[src/rtl/vpsl_pkg.sv]
// Shared types, constants and helpers for the velocity PD slew limiter.
// No dependencies; the serial units and the top level refer to it by scoped names.
`default_nettype none

package vpsl_pkg;

  typedef enum logic [3:0] {
    ST_IDLE,
    ST_VEL,
    ST_RNUM,
    ST_RDIV,
    ST_DMUL,
    ST_PMUL,
    ST_POS,
    ST_SDIV,
    ST_MDIV,
    ST_FIN
  } state_t;

  // Serial multiplier: 48-bit multiplicand, 34-bit multiplier, one bit per cycle.
  localparam int MulAW    = 48;
  localparam int MulBW    = 34;
  localparam int MulPW    = MulAW + MulBW;
  localparam int MulSteps = MulBW;

  // Serial restoring divider: 54-bit dividend, 20-bit divisor, one bit per cycle.
  localparam int DivNW    = 54;
  localparam int DivDW    = 20;
  localparam int DivSteps = DivNW;

  localparam int CntW = 6;

  localparam int CfgIdxW  = 3;
  localparam int CfgDataW = 48;

  localparam logic [CfgIdxW-1:0] CFG_PROP_GAIN   = 3'd0;
  localparam logic [CfgIdxW-1:0] CFG_DERIV_GAIN  = 3'd1;
  localparam logic [CfgIdxW-1:0] CFG_SCALE       = 3'd2;
  localparam logic [CfgIdxW-1:0] CFG_LIMITS_EN   = 3'd3;
  localparam logic [CfgIdxW-1:0] CFG_LOWER_LIMIT = 3'd4;
  localparam logic [CfgIdxW-1:0] CFG_UPPER_LIMIT = 3'd5;

  localparam logic [31:0] PropGainReset  = 32'd39321600;
  localparam logic [31:0] DerivGainReset = 32'd1966080;

  localparam logic [21:0] RateMax    = 22'd3276800;
  localparam logic [10:0] DtermMax   = 11'd1311;
  localparam logic [19:0] UsPerS     = 20'd1000000;
  localparam logic [23:0] EncCenter  = 24'h800000;
  localparam logic [3:0]  MarginDiv  = 4'd10;
  localparam logic [12:0] DacScale   = 13'd4800;
  localparam logic [32:0] DacOffsetQ = 33'h080000000;

  // Q8.40 times integer magnitude, shifted down to Q16.16, signed and saturated.
  function automatic logic signed [31:0] sat_q40(input logic [MulPW-1:0] prod,
                                                 input logic neg);
    logic [MulPW-25:0] mag;
    logic signed [31:0] res;
    mag = prod[MulPW-1:24];
    if (neg) begin
      if (mag > (MulPW-24)'(33'h080000000)) res = 32'sh80000000;
      else res = -$signed(mag[31:0]);
    end else begin
      if (mag > (MulPW-24)'(32'h7FFFFFFF)) res = 32'sh7FFFFFFF;
      else res = $signed(mag[31:0]);
    end
    return res;
  endfunction

endpackage

`default_nettype wire

[src/rtl/vpsl_serial_mul.sv]
// Unsigned shift-and-add multiplier that consumes one multiplier bit per cycle.
// Depends on vpsl_pkg for operand widths and the step count.
`default_nettype none

module vpsl_serial_mul (
  input  wire logic                        clk,
  input  wire logic                        rst_n,
  input  wire logic                        start,
  input  wire logic [vpsl_pkg::MulAW-1:0]  a,
  input  wire logic [vpsl_pkg::MulBW-1:0]  b,
  output logic                             done,
  output logic [vpsl_pkg::MulPW-1:0]       prod
);

  logic [vpsl_pkg::CntW-1:0]  cnt_r;
  logic                       done_r;
  logic [vpsl_pkg::MulAW-1:0] a_r;
  logic [vpsl_pkg::MulBW-1:0] b_r;
  logic [vpsl_pkg::MulPW-1:0] acc_r;
  logic [vpsl_pkg::MulPW-1:0] acc_nxt;

  // Multiplier bits are taken MSB first, so the accumulator doubles every step.
  always_comb begin
    acc_nxt = {acc_r[vpsl_pkg::MulPW-2:0], 1'b0};
    if (b_r[vpsl_pkg::MulBW-1]) acc_nxt = acc_nxt + vpsl_pkg::MulPW'(a_r);
  end

  always_ff @(posedge clk) begin
    if (!rst_n) begin
      cnt_r  <= '0;
      done_r <= 1'b0;
    end else begin
      done_r <= (cnt_r == vpsl_pkg::CntW'(1));
      if (start) cnt_r <= vpsl_pkg::CntW'(vpsl_pkg::MulSteps);
      else if (cnt_r != '0) cnt_r <= cnt_r - vpsl_pkg::CntW'(1);
    end
  end

  always_ff @(posedge clk) begin
    if (start) begin
      a_r   <= a;
      b_r   <= b;
      acc_r <= '0;
    end else if (cnt_r != '0) begin
      acc_r <= acc_nxt;
      b_r   <= {b_r[vpsl_pkg::MulBW-2:0], 1'b0};
    end
  end

  assign done = done_r;
  assign prod = acc_r;

endmodule

`default_nettype wire

[src/rtl/vpsl_serial_div.sv]
// Restoring divider that produces one quotient bit per cycle, MSB first.
// Depends on vpsl_pkg for operand widths and the step count.
`default_nettype none

module vpsl_serial_div (
  input  wire logic                        clk,
  input  wire logic                        rst_n,
  input  wire logic                        start,
  input  wire logic [vpsl_pkg::DivNW-1:0]  num,
  input  wire logic [vpsl_pkg::DivDW-1:0]  den,
  output logic                             done,
  output logic [vpsl_pkg::DivNW-1:0]       quot
);

  logic [vpsl_pkg::CntW-1:0]  cnt_r;
  logic                       done_r;
  logic [vpsl_pkg::DivDW-1:0] den_r;
  logic [vpsl_pkg::DivDW-1:0] rem_r;
  logic [vpsl_pkg::DivNW-1:0] q_r;
  logic [vpsl_pkg::DivDW+1:0] trial;
  logic                       ge;

  // The dividend shifts out of q_r while quotient bits shift in behind it.
  always_comb begin
    trial = {1'b0, rem_r, q_r[vpsl_pkg::DivNW-1]} - {2'b00, den_r};
    ge    = ~trial[vpsl_pkg::DivDW+1];
  end

  always_ff @(posedge clk) begin
    if (!rst_n) begin
      cnt_r  <= '0;
      done_r <= 1'b0;
    end else begin
      done_r <= (cnt_r == vpsl_pkg::CntW'(1));
      if (start) cnt_r <= vpsl_pkg::CntW'(vpsl_pkg::DivSteps);
      else if (cnt_r != '0) cnt_r <= cnt_r - vpsl_pkg::CntW'(1);
    end
  end

  always_ff @(posedge clk) begin
    if (start) begin
      den_r <= den;
      rem_r <= '0;
      q_r   <= num;
    end else if (cnt_r != '0) begin
      if (ge) rem_r <= trial[vpsl_pkg::DivDW-1:0];
      else rem_r <= {rem_r[vpsl_pkg::DivDW-2:0], q_r[vpsl_pkg::DivNW-1]};
      q_r <= {q_r[vpsl_pkg::DivNW-2:0], ge};
    end
  end

  assign done = done_r;
  assign quot = q_r;

endmodule

`default_nettype wire

[src/rtl/velocity_pd_slew_limiter_unit.sv]
// Velocity PD controller with slew-rate limit and soft-limit safety trip.
// One tick is accepted when the unit is idle. Five products on the bit-serial
// multiplier and three quotients on the bit-serial divider run one after another.
// A final state then loads the result beat, and the unit returns to idle before
// the next accept. The result beat sits in an output register, so a new tick can
// be accepted while it waits to be taken. Configuration writes take effect at
// once and should only be made between ticks.
// Depends on vpsl_pkg, vpsl_serial_mul and vpsl_serial_div.
`default_nettype none

module velocity_pd_slew_limiter_unit (
  input  wire logic                            clk,
  input  wire logic                            rst_n,
  input  wire logic                            cfg_we,
  input  wire logic [vpsl_pkg::CfgIdxW-1:0]    cfg_index,
  input  wire logic [vpsl_pkg::CfgDataW-1:0]   cfg_data,
  input  wire logic                            in_valid,
  output logic                                 in_ready,
  input  wire logic signed [31:0]              in_target_velocity,
  input  wire logic signed [31:0]              in_raw_velocity_counts,
  input  wire logic [23:0]                     in_raw_position,
  input  wire logic [19:0]                     in_elapsed_us,
  output logic                                 out_valid,
  input  wire logic                            out_ready,
  output logic [15:0]                          out_dac_code,
  output logic                                 out_safety_trip,
  output logic signed [16:0]                   out_command_current
);

  // Configuration registers.
  logic [31:0]        prop_gain_r;
  logic [31:0]        deriv_gain_r;
  logic [47:0]        scale_r;
  logic               limits_en_r;
  logic signed [31:0] lower_r;
  logic signed [31:0] upper_r;

  always_ff @(posedge clk) begin
    if (!rst_n) begin
      prop_gain_r  <= vpsl_pkg::PropGainReset;
      deriv_gain_r <= vpsl_pkg::DerivGainReset;
      scale_r      <= '0;
      limits_en_r  <= 1'b0;
      lower_r      <= '0;
      upper_r      <= '0;
    end else if (cfg_we) begin
      case (cfg_index)
        vpsl_pkg::CFG_PROP_GAIN:   prop_gain_r  <= cfg_data[31:0];
        vpsl_pkg::CFG_DERIV_GAIN:  deriv_gain_r <= cfg_data[31:0];
        vpsl_pkg::CFG_SCALE:       scale_r      <= cfg_data;
        vpsl_pkg::CFG_LIMITS_EN:   limits_en_r  <= cfg_data[0];
        vpsl_pkg::CFG_LOWER_LIMIT: lower_r      <= $signed(cfg_data[31:0]);
        vpsl_pkg::CFG_UPPER_LIMIT: upper_r      <= $signed(cfg_data[31:0]);
        default: ;
      endcase
    end
  end

  vpsl_pkg::state_t state_r, state_nxt;
  logic launched_r, launched_nxt;
  logic mul_start, div_start, op_done, fin_fire;
  logic mul_done, div_done;
  logic [vpsl_pkg::MulAW-1:0] mul_a;
  logic [vpsl_pkg::MulBW-1:0] mul_b;
  logic [vpsl_pkg::MulPW-1:0] mul_prod;
  logic [vpsl_pkg::DivNW-1:0] div_num, div_quot;
  logic [vpsl_pkg::DivDW-1:0] div_den;

  // Tick operands and intermediate results.
  logic signed [31:0] tgt_r, vc_r, err_r, pos_r, prev_err_r;
  logic [23:0]        rawpos_r;
  logic [19:0]        dt_r, step_r;
  logic [21:0]        rate_mag_r;
  logic               rate_neg_r;
  logic signed [11:0] dterm_r;
  logic signed [17:0] u_r, last_cmd_r;
  logic signed [33:0] margin_r;

  // Output register.
  logic               out_valid_r;
  logic [15:0]        dac_r;
  logic               trip_r;
  logic signed [16:0] cmd_r;

  // Operand magnitudes and signs.
  logic        scale_neg;
  logic [47:0] scale_mag;
  logic [31:0] vc_mag, err_mag;
  logic signed [32:0] ediff, hl;
  logic [32:0] ediff_mag, hl_mag;
  logic signed [24:0] pdiff;
  logic [23:0] pos_mag;
  logic [39:0] step_num;

  always_comb begin
    scale_neg = scale_r[47];
    scale_mag = scale_neg ? (48'd0 - scale_r) : scale_r;
    vc_mag    = vc_r[31] ? (32'd0 - $unsigned(vc_r)) : $unsigned(vc_r);
    err_mag   = err_r[31] ? (32'd0 - $unsigned(err_r)) : $unsigned(err_r);
    ediff     = {err_r[31], err_r} - {prev_err_r[31], prev_err_r};
    ediff_mag = ediff[32] ? (33'd0 - $unsigned(ediff)) : $unsigned(ediff);
    hl        = {upper_r[31], upper_r} - {lower_r[31], lower_r};
    hl_mag    = hl[32] ? (33'd0 - $unsigned(hl)) : $unsigned(hl);
    // A raw count of zero wraps to the positive end of the centred range.
    if (rawpos_r == 24'd0) pdiff = $signed({1'b0, vpsl_pkg::EncCenter});
    else pdiff = $signed({1'b0, rawpos_r}) - $signed({1'b0, vpsl_pkg::EncCenter});
    pos_mag   = pdiff[24] ? (24'd0 - $unsigned(pdiff[23:0])) : $unsigned(pdiff[23:0]);
    step_num  = {1'b0, dt_r, 19'd0} + {3'd0, dt_r, 17'd0};
  end

  always_comb begin
    mul_a   = scale_mag;
    mul_b   = vpsl_pkg::MulBW'(vc_mag);
    div_num = mul_prod[vpsl_pkg::DivNW-1:0];
    div_den = dt_r;
    case (state_r)
      vpsl_pkg::ST_RNUM: begin
        mul_a = vpsl_pkg::MulAW'(vpsl_pkg::UsPerS);
        mul_b = vpsl_pkg::MulBW'(ediff_mag);
      end
      vpsl_pkg::ST_DMUL: begin
        mul_a = vpsl_pkg::MulAW'(deriv_gain_r);
        mul_b = vpsl_pkg::MulBW'(rate_mag_r);
      end
      vpsl_pkg::ST_PMUL: begin
        mul_a = vpsl_pkg::MulAW'(prop_gain_r);
        mul_b = vpsl_pkg::MulBW'(err_mag);
      end
      vpsl_pkg::ST_POS: mul_b = vpsl_pkg::MulBW'(pos_mag);
      vpsl_pkg::ST_SDIV: begin
        div_num = vpsl_pkg::DivNW'(step_num);
        div_den = vpsl_pkg::UsPerS;
      end
      vpsl_pkg::ST_MDIV: begin
        div_num = vpsl_pkg::DivNW'(hl_mag);
        div_den = vpsl_pkg::DivDW'(vpsl_pkg::MarginDiv);
      end
      default: ;
    endcase
  end

  vpsl_serial_mul u_mul (
    .clk   (clk),
    .rst_n (rst_n),
    .start (mul_start),
    .a     (mul_a),
    .b     (mul_b),
    .done  (mul_done),
    .prod  (mul_prod)
  );

  vpsl_serial_div u_div (
    .clk   (clk),
    .rst_n (rst_n),
    .start (div_start),
    .num   (div_num),
    .den   (div_den),
    .done  (div_done),
    .quot  (div_quot)
  );

  // Final combine: slew limit, safety zone and DAC code.
  logic signed [18:0] dlt_raw;
  logic signed [20:0] step_s, dlt;
  logic signed [17:0] u_new, u_out;
  logic signed [34:0] pos_x, lo_bound, hi_bound;
  logic               trip;
  logic signed [32:0] dac_num;

  always_comb begin
    dlt_raw = {u_r[17], u_r} - {last_cmd_r[17], last_cmd_r};
    step_s  = $signed({1'b0, step_r});
    dlt     = 21'(dlt_raw);
    if (dlt > step_s) dlt = step_s;
    else if (dlt < -step_s) dlt = -step_s;
    u_new    = last_cmd_r + 18'(dlt);
    pos_x    = 35'(pos_r);
    lo_bound = 35'(lower_r) + 35'(margin_r);
    hi_bound = 35'(upper_r) - 35'(margin_r);
    trip     = limits_en_r && ((pos_x <= lo_bound) || (pos_x >= hi_bound));
    u_out    = trip ? 18'sd0 : u_new;
    dac_num  = $signed(vpsl_pkg::DacOffsetQ)
             - 33'(u_out) * $signed({20'd0, vpsl_pkg::DacScale});
  end

  always_comb begin
    state_nxt    = state_r;
    launched_nxt = launched_r;
    mul_start    = 1'b0;
    div_start    = 1'b0;
    op_done      = 1'b0;
    fin_fire     = 1'b0;
    in_ready     = (state_r == vpsl_pkg::ST_IDLE);
    case (state_r)
      vpsl_pkg::ST_IDLE: begin
        if (in_valid) state_nxt = vpsl_pkg::ST_VEL;
      end
      vpsl_pkg::ST_VEL, vpsl_pkg::ST_RNUM, vpsl_pkg::ST_DMUL,
      vpsl_pkg::ST_PMUL, vpsl_pkg::ST_POS: begin
        mul_start    = !launched_r;
        launched_nxt = 1'b1;
        op_done      = launched_r && mul_done;
      end
      vpsl_pkg::ST_RDIV, vpsl_pkg::ST_SDIV, vpsl_pkg::ST_MDIV: begin
        div_start    = !launched_r;
        launched_nxt = 1'b1;
        op_done      = launched_r && div_done;
      end
      vpsl_pkg::ST_FIN: begin
        fin_fire = !out_valid_r || out_ready;
        if (fin_fire) state_nxt = vpsl_pkg::ST_IDLE;
      end
      default: state_nxt = vpsl_pkg::ST_IDLE;
    endcase
    if (op_done) begin
      launched_nxt = 1'b0;
      case (state_r)
        vpsl_pkg::ST_VEL:  state_nxt = vpsl_pkg::ST_RNUM;
        vpsl_pkg::ST_RNUM: state_nxt = vpsl_pkg::ST_RDIV;
        vpsl_pkg::ST_RDIV: state_nxt = vpsl_pkg::ST_DMUL;
        vpsl_pkg::ST_DMUL: state_nxt = vpsl_pkg::ST_PMUL;
        vpsl_pkg::ST_PMUL: state_nxt = vpsl_pkg::ST_POS;
        vpsl_pkg::ST_POS:  state_nxt = vpsl_pkg::ST_SDIV;
        vpsl_pkg::ST_SDIV: state_nxt = vpsl_pkg::ST_MDIV;
        vpsl_pkg::ST_MDIV: state_nxt = vpsl_pkg::ST_FIN;
        default:           state_nxt = vpsl_pkg::ST_IDLE;
      endcase
    end
  end

  always_ff @(posedge clk) begin
    if (!rst_n) begin
      state_r     <= vpsl_pkg::ST_IDLE;
      launched_r  <= 1'b0;
      out_valid_r <= 1'b0;
      prev_err_r  <= '0;
      last_cmd_r  <= '0;
    end else begin
      state_r    <= state_nxt;
      launched_r <= launched_nxt;
      if (fin_fire) begin
        out_valid_r <= 1'b1;
        last_cmd_r  <= u_out;
        if (!trip) prev_err_r <= err_r;
      end else if (out_ready) begin
        out_valid_r <= 1'b0;
      end
    end
  end

  // Intermediate captures; each is taken when its serial unit finishes.
  logic signed [32:0] err_x;
  logic signed [31:0] vel;
  logic [37:0]        dmag;
  logic [47:0]        pmag;
  logic signed [49:0] psum;
  logic signed [48:0] pterm;

  always_comb begin
    vel   = vpsl_pkg::sat_q40(mul_prod, vc_r[31] ^ scale_neg);
    err_x = {tgt_r[31], tgt_r} - {vel[31], vel};
    dmag  = mul_prod[53:16];
    pmag  = mul_prod[63:16];
    pterm = err_r[31] ? -$signed({1'b0, pmag}) : $signed({1'b0, pmag});
    psum  = 50'(pterm) + 50'(dterm_r);
  end

  always_ff @(posedge clk) begin
    if (in_valid && in_ready) begin
      tgt_r    <= in_target_velocity;
      vc_r     <= in_raw_velocity_counts;
      rawpos_r <= in_raw_position;
      dt_r     <= (in_elapsed_us == 20'd0) ? 20'd1 : in_elapsed_us;
    end
    if (op_done) begin
      case (state_r)
        vpsl_pkg::ST_VEL: begin
          if (err_x > 33'sh07FFFFFFF) err_r <= 32'sh7FFFFFFF;
          else if (err_x < -33'sh080000000) err_r <= 32'sh80000000;
          else err_r <= err_x[31:0];
        end
        vpsl_pkg::ST_RDIV: begin
          rate_neg_r <= ediff[32];
          if (div_quot > vpsl_pkg::DivNW'(vpsl_pkg::RateMax)) rate_mag_r <= vpsl_pkg::RateMax;
          else rate_mag_r <= div_quot[21:0];
        end
        vpsl_pkg::ST_DMUL: begin
          if (dmag > 38'(vpsl_pkg::DtermMax)) begin
            dterm_r <= rate_neg_r ? -$signed({1'b0, vpsl_pkg::DtermMax})
                                  : $signed({1'b0, vpsl_pkg::DtermMax});
          end else begin
            dterm_r <= rate_neg_r ? -$signed({1'b0, dmag[10:0]}) : $signed({1'b0, dmag[10:0]});
          end
        end
        vpsl_pkg::ST_PMUL: begin
          if (psum > 50'sd32768) u_r <= 18'sd32768;
          else if (psum < -50'sd32768) u_r <= -18'sd32768;
          else u_r <= psum[17:0];
        end
        vpsl_pkg::ST_POS:  pos_r  <= vpsl_pkg::sat_q40(mul_prod, pdiff[24] ^ scale_neg);
        vpsl_pkg::ST_SDIV: step_r <= div_quot[19:0];
        vpsl_pkg::ST_MDIV: begin
          margin_r <= hl[32] ? -$signed({1'b0, div_quot[32:0]}) : $signed({1'b0, div_quot[32:0]});
        end
        default: ;
      endcase
    end
    if (fin_fire) begin
      dac_r  <= dac_num[31:16];
      trip_r <= trip;
      cmd_r  <= u_out[16:0];
    end
  end

  assign out_valid           = out_valid_r;
  assign out_dac_code        = dac_r;
  assign out_safety_trip     = trip_r;
  assign out_command_current = cmd_r;

endmodule

`default_nettype wire

[config.mk]
export PLATFORM = sky130hd
export DESIGN_NAME = velocity_pd_slew_limiter_unit
export DESIGN_NICKNAME = d
export VERILOG_FILES = /design/src/rtl/vpsl_pkg.sv /design/src/rtl/vpsl_serial_mul.sv /design/src/rtl/vpsl_serial_div.sv /design/src/rtl/velocity_pd_slew_limiter_unit.sv
export SDC_FILE = /design/constraint.sdc
export NUM_CORES = 2
export LEC_CHECK = 0
export BUFFER_PORTS_ARGS = -buffer_cell sky130_fd_sc_hd__buf_2
export CAP_MARGIN = 10
export CORE_ASPECT_RATIO = 1.5
export CORE_MARGIN = 2
export CORE_UTILIZATION = 64
export DETAILED_ROUTE_END_ITERATION = 16
export PLACE_DENSITY = 0.9
export SYNTH_ARGS = -nofsm -noshare
export SYNTH_HDL_FRONTEND = slang
export SYNTH_SLANG_ARGS = --single-unit
[constraint.sdc]
create_clock -name clk -period 12.8 [get_ports clk]
set_input_delay 1.92 -clock clk [delete_from_list [all_inputs] [get_ports clk]]
set_output_delay 1.92 -clock clk [all_outputs]
set_load 0.05 [all_outputs]
==> impl_metrics.py <==
metrics = {
    "clock_network": {
        "cts_root_buf": "clkbuf_16",
        "cts_tree": "done",
        "cts_buffer_depth": 3,
        "clock-sinks": 822,
        "cts_buffers": 84,
        "clkLatencyLatePin_ns": 0.71,
        "cts_max_level": 3,
        "cts_hold_buffers": 0,
        "clkTransAtPathRegs_ns": 0.07,
    },
    "floorplan": {
        "pin_count": 200,
        "die_area_mm2": 0.100,
        "die_w_um": 259,
        "die_h_um": 387,
        "start_util_pct": 64.5,
        "rows": 140,
        "core_area_mm2": 0.0970,
    },
    "yosys": {
        "synthArstFlopShare_pct": 0,
        "synth_ff_type": "edfxtp_1",
        "synth.largest_area_cell": "edfxtp_1",
        "seq_area_frac_synth_pct": 33.8,
        "syn-num-nets": 8182,
        "synth_cell_types": 100,
        "syn_area_mm2": 0.0626,
        "synth_top_area_share_pct": 22.5,
        "ys_ff_latch": 822,
        "synth.area.top_cells": "edfxtp_1, dfxtp_1, ha_1",
        "synthCells": 7448,
        "yosys_warnings": 0,
        "synth.avg_cell_area_um2": 8.41,
        "synth_edf_count": 469,
    },
    "final_layout": {
        "final_cell_mix": "nand2_1, a21oi_1, ha_1",
        "area_delta_synth_final_pct": 7.93,
        "num-nets-final": 8194,
        "drive_gt1_share_pct": 7.54,
        "layout_commonest_cell": "nand2_1",
        "utilization_pct": 69.6,
    },
    "timing": {
        "setup_slack_ns": 0.406,
        "drv_slew": 0,
        "fin_skew_ns": 0.0294,
        "hold_viol": 0,
        "fin_crit_ns": 12.39,
        "finalCritPeriodShare_pct": 96.8,
        "setup_violations": 0,
        "worst_pin_slew_ns": 1.35,
        "clock.fmax_mhz": 80.7,
        "fin_worst_hold_slack_ns": 0.454,
        "maxSlewHeadroom_pct": 8.74,
        "fin_setup_tns_ns": 0,
    },
    "global_routing": {
        "grt_pass1_vias": 56300,
        "antenna_found_initial": 16,
        "grt_pass1_wl_um": 309000,
        "grtUsageTotal_pct": 39.3,
        "gr-total-overflow": 0,
        "grt_start_max_net_pins": 95,
    },
    "critical_path": {
        "worstSetupPathType": "reg -> reg",
        "critPathMaxFanout": 12,
        "worst_setup_path_start_kind": "register",
        "critPathMaxStageDelay_ns": 0.78,
        "crit_buf_inv": 3,
        "cp.required_ns": 13.24,
        "arrival_ns": 12.84,
        "crit_family": "compound AO/OA/AOI/OAI gates",
        "crit_slowest_cell": "nor3_1",
        "crit_path_frequent_cell": "ha_1",
        "end_kind": "register",
    },
    "placement": {
        "place_congestion": 1.04,
        "place_ws_ns": 0.412,
        "place_hpwl_um": 154000,
        "io_buffers": 199,
    },
    "power_and_ir_drop": {
        "vdd_drop_max_v": 0.000197,
        "power.density_mw_per_mm2": 195,
        "power.leakage_nw": 27.0,
        "finalPower_mw": 13.1,
    },
    "outcome": {
        "status": "completed",
    },
    "route": {
        "ant_nets": 0,
        "wl_um": 204000,
        "post_drt_via_cell_ratio": 6.60,
        "drt-wirelength-per-cell_um": 23.1,
        "drtIter0Drc": 6084,
        "drc": 0,
        "firstDrtPassIters": 6,
        "vias": 58200,
    },
    "run": {
        "drv_cap": 0,
    },
    "min_path": {
        "hold_class": "reg -> reg",
    },
}
## worst paths after layout
path / start / to / slack (ns) / cells past startpoint
max: margin_r[0] / out_dac_code[15] / 0.41 / 43
min: prev_err_r[11] / prev_err_r[11] / 0.45 / 2
max reg2reg: margin_r[0] / out_dac_code[15] / 0.41 / 43
min reg2reg: prev_err_r[11] / prev_err_r[11] / 0.45 / 2
## cells in the mapped netlist, drive strengths merged, types with 56 or more instances
| cell type | instances |
|---|---|
| a31oi | 62 |
| a211oi | 74 |
| and3 | 65 |
| nand2b | 86 |
| xnor2 | 365 |
| ha | 526 |
| o21a | 63 |
| clkbuf | 342 |
| nor2 | 477 |
| o31ai | 64 |
| or3 | 69 |
| nand2 | 970 |
| xor2 | 258 |
| dfxtp | 353 |
| nor2b | 74 |
| nor4 | 83 |
| and2 | 56 |
| edfxtp | 469 |
| inv | 414 |
| a21oi | 666 |
| mux2i | 78 |
| nor3 | 150 |
| o21ai | 525 |
| a21o | 162 |
| nand4 | 72 |
| nand3 | 210 |
| o22ai | 61 |
## power by group
group          internal [mW]  total, mW  leakage [nW]  switching, mW
clock                   1.40       2.56          1.37           1.16
combinational           2.39       6.49          18.3           4.09
sequential              3.47       4.10          7.29          0.637
total                   7.26       13.1          27.0           5.89
## state kept, by name, indices dropped and copies added (netlist names), 34 cells and up, named ones only
signal and cells:
margin_r 34, scale_r 48, u_div.quot 54, u_mul.a_r 48
u_mul.b_r 34, u_mul.prod 82
## metrics by stage
stage	instances	area, um2
floorplan	7448	62600
global placement	8641	64600
detailed placement	8641	64600
CTS	8799	67400
global route	8811	67500
finish	8822	67600
## routing by layer
| metal | vias up | track usage [%] | part of all wire (%) |
|---|---|---|---|
| met4 | 12 | 31.7 | 9.5 |
| met3 | 853 | 6.73 | 8.3 |
| li1 | 26900 | - | - |
| met5 | - | 0 | 0.040 |
| met1 | 27400 | 42.8 | 35 |
| met2 | 3005 | 66.8 | 47 |
## logic make-up after synthesis
group,after synthesis,synth area share (%)
AOI/OAI and AO/OA,2100,21.0
xor gates and xnor gates,624,8.76
adders and majority gates,577,12.0
buffers and inverters,792,4.77
DFF,822,33.8
muxes,80,1.28
and+or+nand+nor,2453,18.4
## final cells by class
| class | count | area [um2] |
|---|---|---|
| clock inverter | 49 | 455 |
| antenna | 12 | 30.0 |
| inverter | 415 | 1570 |
| multi-input combinational | 5834 | 38600 |
| tap | 1278 | 1600 |
| sequential | 822 | 21200 |
| timing repair buffer | 303 | 1780 |
| fill | 7454 | 29500 |
| clock buffer | 109 | 2350 |
## worst register-to-register path, delay by kind of cell (launching register included)
kind / cells / cell delay [ns]
flip-flops: 1 / 0.40
XOR/XNOR: 3 / 0.43
adder cells (fa/ha/maj): 7 / 2.74
AO/OA/AOI/OAI: 18 / 4.84
buffers and inverters: 3 / 0.36
AND/OR/NAND/NOR: 12 / 3.36
## repair_timing
item / in CTS / in global routing
buffers inserted: 0 / 9
resized for setup: 0 / 16
endpoints found under the setup margin: 0 / 7
hold endpoints to repair: 0 / 0
No activity file was read; power rests on OpenSTA's default activity.
